==> config.mk <==
export PLATFORM = sky130hd
export DESIGN_NAME = multi_channel_debounce_filter
export DESIGN_NICKNAME = d
export VERILOG_FILES = /design/src/sv/mcdf_pkg.sv /design/src/sv/mcdf_cfg_regs.sv /design/src/sv/mcdf_channel.sv /design/src/sv/multi_channel_debounce_filter.sv
export SDC_FILE = /design/constraint.sdc
export NUM_CORES = 1
export LEC_CHECK = 0
export BUFFER_PORTS_ARGS = -buffer_cell sky130_fd_sc_hd__buf_2
export CAP_MARGIN = 20
export CORE_ASPECT_RATIO = 1.4
export CORE_MARGIN = 5
export CORE_UTILIZATION = 55
export DETAILED_ROUTE_END_ITERATION = 8
export MAX_ROUTING_LAYER = met4
export PLACE_DENSITY = 0.73
export SLEW_MARGIN = 25
export SYNTH_ARGS = -nofsm -noshare
export SYNTH_HDL_FRONTEND = slang
export SYNTH_SLANG_ARGS = --single-unit
==> constraint.sdc <==
create_clock -name clk -period 4.4 [get_ports clk]
set_input_delay 1.1 -clock clk [delete_from_list [all_inputs] [get_ports clk]]
set_output_delay 1.1 -clock clk [all_outputs]
set_load 0.01 [all_outputs]
==> src/sv/mcdf_pkg.sv <==
`timescale 1ns / 1ps
// Package for the multi-channel debounce filter.
// Holds channel counts, limit channel assignments, register indexes and the config struct.
// No dependencies.
package mcdf_pkg;

    // Channel counts; the hardware always carries the full sixteen-bit vectors.
    localparam int MAX_CHANNELS = 16;
    localparam int NUM_CHANNELS = 16;

    // Limit switch channel assignments.
    localparam int GANTRY_FWD_CHANNEL = 0;
    localparam int GANTRY_REV_CHANNEL = 1;
    localparam int LIFT_UP_CHANNEL    = 2;
    localparam int LIFT_DOWN_CHANNEL  = 3;

    // Run counter geometry.
    localparam int RUN_WIDTH = 8;
    localparam logic [RUN_WIDTH-1:0] RUN_MAX   = 8'd255;
    localparam logic [RUN_WIDTH-1:0] RUN_START = 8'd1;

    // Configuration port geometry.
    localparam int CFG_INDEX_WIDTH = 3;
    localparam int CFG_DATA_WIDTH  = 64;

    // Configuration register indexes.
    localparam logic [CFG_INDEX_WIDTH-1:0] CFG_ACTIVE_LOW_MASK     = 3'd0;
    localparam logic [CFG_INDEX_WIDTH-1:0] CFG_TRIGGER_COUNTS_LOW  = 3'd1;
    localparam logic [CFG_INDEX_WIDTH-1:0] CFG_TRIGGER_COUNTS_HIGH = 3'd2;
    localparam logic [CFG_INDEX_WIDTH-1:0] CFG_RELEASE_COUNTS_LOW  = 3'd3;
    localparam logic [CFG_INDEX_WIDTH-1:0] CFG_RELEASE_COUNTS_HIGH = 3'd4;
    localparam logic [CFG_INDEX_WIDTH-1:0] CFG_ALARM_ENABLE_MASK   = 3'd5;
    localparam logic [CFG_INDEX_WIDTH-1:0] CFG_LIFT_INSTALLED      = 3'd6;

    typedef logic [MAX_CHANNELS-1:0] chan_vec_t;
    typedef logic [MAX_CHANNELS-1:0][RUN_WIDTH-1:0] thr_array_t;

    // Decoded configuration as seen by the filter datapath.
    typedef struct packed {
        chan_vec_t  active_low_mask;
        thr_array_t act_count;
        thr_array_t rel_count;
        chan_vec_t  alarm_enable_mask;
        logic       lift_installed;
    } cfg_t;

    // A limit channel reads as active only when it lies among the live channels.
    function automatic logic limit_active(input chan_vec_t conf, input int ch);
        logic res;
        res = 1'b0;
        if (ch >= 0 && ch < NUM_CHANNELS && ch < MAX_CHANNELS) begin
            res = conf[ch];
        end
        return res;
    endfunction

endpackage

==> src/sv/mcdf_cfg_regs.sv <==
`timescale 1ns / 1ps
// Configuration register file of the multi-channel debounce filter.
// Depends on mcdf_pkg for register indexes and the cfg_t struct.
module mcdf_cfg_regs (
    input  logic                                  clk,
    input  logic                                  rst_n,
    input  logic                                  cfg_we,
    input  logic [mcdf_pkg::CFG_INDEX_WIDTH-1:0]  cfg_index,
    input  logic [mcdf_pkg::CFG_DATA_WIDTH-1:0]   cfg_data,
    output mcdf_pkg::cfg_t                        cfg
);
    import mcdf_pkg::*;

    cfg_t cfg_reg;

    // Register writes; an index past the list is ignored.
    always_ff @(posedge clk or negedge rst_n)
    begin
        if (!rst_n)
        begin
            cfg_reg <= '0;
        end
        else if (cfg_we)
        begin
            case (cfg_index)
                CFG_ACTIVE_LOW_MASK:
                    cfg_reg.active_low_mask <= cfg_data[MAX_CHANNELS-1:0];
                CFG_TRIGGER_COUNTS_LOW:
                    cfg_reg.act_count[7:0] <= cfg_data;
                CFG_TRIGGER_COUNTS_HIGH:
                    cfg_reg.act_count[15:8] <= cfg_data;
                CFG_RELEASE_COUNTS_LOW:
                    cfg_reg.rel_count[7:0] <= cfg_data;
                CFG_RELEASE_COUNTS_HIGH:
                    cfg_reg.rel_count[15:8] <= cfg_data;
                CFG_ALARM_ENABLE_MASK:
                    cfg_reg.alarm_enable_mask <= cfg_data[MAX_CHANNELS-1:0];
                CFG_LIFT_INSTALLED:
                    cfg_reg.lift_installed <= cfg_data[0];
                default:
                    cfg_reg <= cfg_reg;
            endcase
        end
    end

    assign cfg = cfg_reg;

endmodule

==> src/sv/mcdf_channel.sv <==
`timescale 1ns / 1ps
// One debounce channel: run counter, last level and confirmed state.
// Depends on mcdf_pkg for the run counter constants.
module mcdf_channel (
    input  logic                               clk,
    input  logic                               rst_n,
    input  logic                               upd,
    input  logic                               ready,
    input  logic                               raw_bit,
    input  logic                               invert,
    input  logic [mcdf_pkg::RUN_WIDTH-1:0]     act_count,
    input  logic [mcdf_pkg::RUN_WIDTH-1:0]     rel_count,
    output logic                               conf_out,
    output logic                               changed
);
    import mcdf_pkg::*;

    logic                 conf_reg;
    logic                 conf_next;
    logic                 prev_reg;
    logic                 prev_next;
    logic [RUN_WIDTH-1:0] run_reg;
    logic [RUN_WIDTH-1:0] run_next;
    logic                 lvl;
    logic [RUN_WIDTH-1:0] thr;
    logic                 flip;

    // Run counter: saturate on a repeated level, restart on a new one.
    always_comb
    begin
        lvl = raw_bit ^ invert;
        if (lvl == prev_reg)
        begin
            prev_next = prev_reg;
            run_next  = (run_reg == RUN_MAX) ? RUN_MAX : run_reg + RUN_START;
        end
        else
        begin
            prev_next = lvl;
            run_next  = RUN_START;
        end
        thr       = lvl ? act_count : rel_count;
        flip      = (run_next >= thr) && (conf_reg != lvl);
        conf_next = flip ? lvl : conf_reg;
    end

    // State update only on a tick with ready inputs.
    always_ff @(posedge clk or negedge rst_n)
    begin
        if (!rst_n)
        begin
            conf_reg <= 1'b0;
            prev_reg <= 1'b0;
            run_reg  <= '0;
        end
        else if (upd)
        begin
            conf_reg <= conf_next;
            prev_reg <= prev_next;
            run_reg  <= run_next;
        end
    end

    // A skipped tick reports the held state and no change.
    assign conf_out = ready ? conf_next : conf_reg;
    assign changed  = ready & flip;

endmodule

==> src/sv/multi_channel_debounce_filter.sv <==
`timescale 1ns / 1ps
// Top level of the multi-channel debounce filter.
// Depends on mcdf_pkg, mcdf_cfg_regs and mcdf_channel.
//
// Sixteen-channel counter debounce filter. Every accepted input beat yields exactly one
// result beat: the beat lands in an input register, all channels update in one pass of
// short per-channel logic (an 8-bit increment and compare each), and the result lands in
// an output register, where it is held until taken, longer if the output side stalls. The
// block takes one beat per cycle sustained while the output side does not stall; while a
// finished result waits to be taken, one more beat is accepted into the empty input
// register, after which the input side stalls.
// Configuration writes take effect at the next clock edge and are meant to be made
// while no beat is in flight.
module multi_channel_debounce_filter (
    input  logic                                  clk,
    input  logic                                  rst_n,
    input  logic                                  cfg_we,
    input  logic [mcdf_pkg::CFG_INDEX_WIDTH-1:0]  cfg_index,
    input  logic [mcdf_pkg::CFG_DATA_WIDTH-1:0]   cfg_data,
    input  logic                                  in_valid,
    output logic                                  in_stall,
    input  logic [15:0]                           raw_levels,
    input  logic                                  inputs_ready,
    output logic                                  out_valid,
    input  logic                                  out_stall,
    output logic [15:0]                           confirmed_states,
    output logic [15:0]                           alarm_triggers,
    output logic [15:0]                           changed_channels,
    output logic                                  gantry_limit_fault,
    output logic                                  lift_limit_fault,
    output logic                                  tick_skipped
);
    import mcdf_pkg::*;

    cfg_t      cfg;
    logic      in_v_reg;
    chan_vec_t raw_reg;
    logic      rdy_reg;
    logic      out_v_reg;
    logic      adv;
    logic      upd;
    chan_vec_t conf_vec;
    chan_vec_t chg_vec;
    chan_vec_t conf_reg;
    chan_vec_t alarm_reg;
    chan_vec_t chg_reg;
    logic      gantry_reg;
    logic      lift_reg;
    logic      skip_reg;

    mcdf_cfg_regs u_cfg (
        .clk       (clk),
        .rst_n     (rst_n),
        .cfg_we    (cfg_we),
        .cfg_index (cfg_index),
        .cfg_data  (cfg_data),
        .cfg       (cfg)
    );

    // Pipeline control: the output register takes a beat when empty or being drained.
    assign adv      = !out_v_reg || !out_stall;
    assign in_stall = in_v_reg && !adv;
    assign upd      = adv && in_v_reg && rdy_reg;

    // Input register.
    always_ff @(posedge clk or negedge rst_n)
    begin
        if (!rst_n)
        begin
            in_v_reg <= 1'b0;
        end
        else if (!in_stall)
        begin
            in_v_reg <= in_valid;
        end
    end

    always_ff @(posedge clk)
    begin
        if (!in_stall && in_valid)
        begin
            raw_reg <= raw_levels;
            rdy_reg <= inputs_ready;
        end
    end

    // Per-channel debounce cells; channels past the live count read inactive.
    for (genvar i = 0; i < MAX_CHANNELS; i++)
    begin : g_chan
        if (i < NUM_CHANNELS)
        begin : g_live
            mcdf_channel u_chan (
                .clk        (clk),
                .rst_n      (rst_n),
                .upd        (upd),
                .ready      (rdy_reg),
                .raw_bit    (raw_reg[i]),
                .invert     (cfg.active_low_mask[i]),
                .act_count  (cfg.act_count[i]),
                .rel_count  (cfg.rel_count[i]),
                .conf_out   (conf_vec[i]),
                .changed    (chg_vec[i])
            );
        end
        else
        begin : g_idle
            assign conf_vec[i] = 1'b0;
            assign chg_vec[i]  = 1'b0;
        end
    end

    // Output register.
    always_ff @(posedge clk or negedge rst_n)
    begin
        if (!rst_n)
        begin
            out_v_reg <= 1'b0;
        end
        else if (adv)
        begin
            out_v_reg <= in_v_reg;
        end
    end

    always_ff @(posedge clk)
    begin
        if (adv && in_v_reg)
        begin
            conf_reg   <= conf_vec;
            alarm_reg  <= conf_vec & cfg.alarm_enable_mask;
            chg_reg    <= chg_vec;
            gantry_reg <= limit_active(conf_vec, GANTRY_FWD_CHANNEL)
                          & limit_active(conf_vec, GANTRY_REV_CHANNEL);
            lift_reg   <= cfg.lift_installed
                          & limit_active(conf_vec, LIFT_UP_CHANNEL)
                          & limit_active(conf_vec, LIFT_DOWN_CHANNEL);
            skip_reg   <= !rdy_reg;
        end
    end

    assign out_valid          = out_v_reg;
    assign confirmed_states   = conf_reg;
    assign alarm_triggers     = alarm_reg;
    assign changed_channels   = chg_reg;
    assign gantry_limit_fault = gantry_reg;
    assign lift_limit_fault   = lift_reg;
    assign tick_skipped       = skip_reg;

endmodule

==> impl_metrics.json <==
{
  "internal_power_uw": 11100,
  "cap_violations": 0,
  "syn_nets": 2665,
  "peakVddDrop_v": 0.0004465,
  "clk_path_buf_depth": 3,
  "grt_remaining_overflow": 0,
  "hold_viol_final": 0,
  "r2r_setup_slack_ns": 0.81,
  "wl_mm": 62.57,
  "grt_max_degree": 102,
  "io_buffers": 141,
  "p_leak_uw": 0.01365,
  "largest_reg_flops": 289,
  "nets": 2785,
  "fin_skew_ns": 0.03297,
  "path_clk_slew_ns": 0.06,
  "outcome": "completed",
  "drive_gt1_share_pct": 25.76,
  "die_y_um": 275.2,
  "synth_edf_count": 68,
  "core.rowCount": 97,
  "first_iter_violations": 1017,
  "drc_errors": 0,
  "tritoncts": "done",
  "arrival_ns": 4.01,
  "rsz0062_at_grt": "no",
  "worst_pin_slew_ns": 1.040,
  "fin_util_pct": 61.89,
  "comb_power_share_pct": 31.2,
  "cts_root_buffer": "clkbuf_16",
  "wl_per_cell_um": 19.33,
  "grtUsageTotal_pct": 23.72,
  "die_w_um": 199.4,
  "dpl.hpwl_mm": 43.06,
  "ios": 142,
  "synth-seq-cells": 519,
  "powerDensity_nw_per_um2": 534.7,
  "syn_inst": 2432,
  "cts_max_level": 2,
  "clkSinkCount": 519,
  "synthToLayoutAreaGrowth_pct": 11.74,
  "synthDistinctLibCells": 59,
  "yosysSeqAreaShare_pct": 48.24,
  "vias": 19064,
  "ctsResizeCount": 0,
  "crit_path_end_kind": "flop",
  "yosys_warnings": 0,
  "max_slew_margin_pct": 30.64,
  "ys_async_sr_fraction_pct": 86.90,
  "clockPowerShare_pct": 27.6,
  "place_congestion": 0.8447,
  "clk_latency_ns": 0.61,
  "cts_made_buffers": 51,
  "maxSlewViolCount": 0,
  "drtPass1Iterations": 5,
  "cts_setup_buffers": 0,
  "criticalPathCategory": "reg -> reg",
  "final_cell_count_no_fill": 3237,
  "fin_crit_ns": 3.593,
  "setup_viol": 0,
  "cp_max_fo": 10,
  "tns_ns": 0,
  "hold_path_class": "reg -> reg",
  "seq_power_share_pct": 41.2,
  "antenna_found_initial": 1,
  "coreArea_um2": 49880,
  "syn_area_um2": 27630,
  "cts_hold_buf": 0,
  "vias_per_cell": 5.889,
  "grt_first_pass_wirelength_mm": 102.9,
  "initial_core_util_pct": 55.38,
  "dp_cells": 3142,
  "swShare_pct": 32.79,
  "grt_pass1_vias": 19853,
  "start_kind": "flop",
  "syn_area_per_cell_um2": 11.36,
  "synth_flop_cell": "dfrtp_1",
  "whs_ns": 0.4969,
  "cp.required_ns": 4.82,
  "fmax_mhz": 278.3,
  "antenna_left": 0,
  "p_switching_uw": 5412,
  "n_fill_cell": 3990,
  "die_area_um2": 54880,
  "min_period_over_period_pct": 81.65
}
cell usage after synthesis, types with 34 or more instances:
cell	instances	area share, %
dfrtp_1	451	41
mux2_2	351	14
a21oi_1	276	5.0
nand2_1	242	3.3
ha_1	144	6.5
mux2i_1	127	4.6
o21ai_0	94	1.7
nor2_1	86	1.2
buf_2	80	1.4
edfxtp_1	68	7.4
xnor2_1	54	1.7
xor2_1	54	1.7
and3_1	53	1.2
nand3_1	34	0.62
area by class of cell:
cell class / count / area, um^2 / area share (%)
diodes: 1 / 2.502 / 0.008106
clock buffers: 65 / 1420 / 4.600
clock inverters: 29 / 317.8 / 1.029
inverters: 14 / 52.55 / 0.1702
multi-input cells: 1781 / 13740 / 44.50
flip-flops and latches: 519 / 13330 / 43.17
well taps: 643 / 804.5 / 2.606
repair buffers: 185 / 1209 / 3.915
metal layers:
metal,track usage (%),vias to the layer above,wire [um]
li1,-,9053,-
met1,29.03,9524,25640
met2,42.04,396,33030
met3,2.683,91,2432
met4,6.026,0,1466
met5,-,-,0
cells in the final DEF, fill, tap and decap left out, types with 21 or more instances in the layout:
| cell type | instances |
|---|---|
| nand2b_1 | 21 |
| a21oi_1 | 276 |
| and2_1 | 24 |
| o21ai_0 | 94 |
| ha_1 | 144 |
| xnor2_1 | 54 |
| and3_1 | 52 |
| o21a_1 | 32 |
| buf_2 | 140 |
| clkbuf_16 | 52 |
| nand3_1 | 33 |
| xor2_1 | 53 |
| edfxtp_1 | 68 |
| buf_4 | 31 |
| mux2_2 | 351 |
| dfrtp_1 | 451 |
| nand2_1 | 242 |
| o22a_1 | 23 |
| mux2i_1 | 127 |
| nor2_1 | 86 |
cells by family after synthesis:
group,share of synthesized area [%]
AO/OA/AOI/OAI,10.09
XOR/XNOR,4.072
adder cells (fa/ha/maj),6.522
buffers and inverters,2.210
flip-flops,48.24
multiplexers,19.00
AND/OR/NAND/NOR,9.864
metrics by stage:
step                      cell area, um^2  total power [uW]  setup WS (ns)
after floorplan                     27630             10570          1.249
after global placement              29130             11690          1.034
after detailed placement            29130             12040         0.8754
after CTS                           30870             16670         0.8556
after global routing                30870             17640         0.5905
final                               30870             16510         0.8072
power groups by stage:
stage | sequential [uW] | clock (uW) | combinational (uW)
after global routing | 6960 | 4860 | 5820
after global placement | 6790 | 0 | 4900
after CTS | 6800 | 4670 | 5200
after detailed placement | 6880 | 0 | 5160
final | 6800 | 4560 | 5150
after floorplan | 6680 | 0 | 3890
worst paths after layout:
check | from | to | depth (start not counted)
worst min register to register | u_cfg.cfg[2]$_DFFE_PN0P_ | u_cfg.cfg[2]$_DFFE_PN0P_ | 1
worst min-delay path | u_cfg.cfg[2]$_DFFE_PN0P_ | u_cfg.cfg[2]$_DFFE_PN0P_ | 1
worst max register to register | g_chan[2].g_live.u_chan.run_reg[0]$_DFFE_PN0P_ | lift_limit_fault$_DFFE_PP_ | 11
max in group asynchronous | rst_n | u_cfg.cfg[179]$_DFFE_PN0P_ | 2
min in group asynchronous | rst_n | g_chan[1].g_live.u_chan.run_reg[7]$_DFFE_PN0P_ | 1
worst max-delay path | g_chan[2].g_live.u_chan.run_reg[0]$_DFFE_PN0P_ | lift_limit_fault$_DFFE_PP_ | 11
critical path, stage by stage, from the launching register on:
cell and delay, ns:
dfrtp_1 0.41, ha_1 0.25, and3_4 0.23, and3_1 0.27
nand3_2 0.20, and3_1 0.25, ha_1 0.28, nand2b_1 0.14
a2111oi_0 0.73, o31a_1 0.27, o211ai_1 0.12, a211oi_1 0.27
No activity file was read; power rests on OpenSTA's default activity.
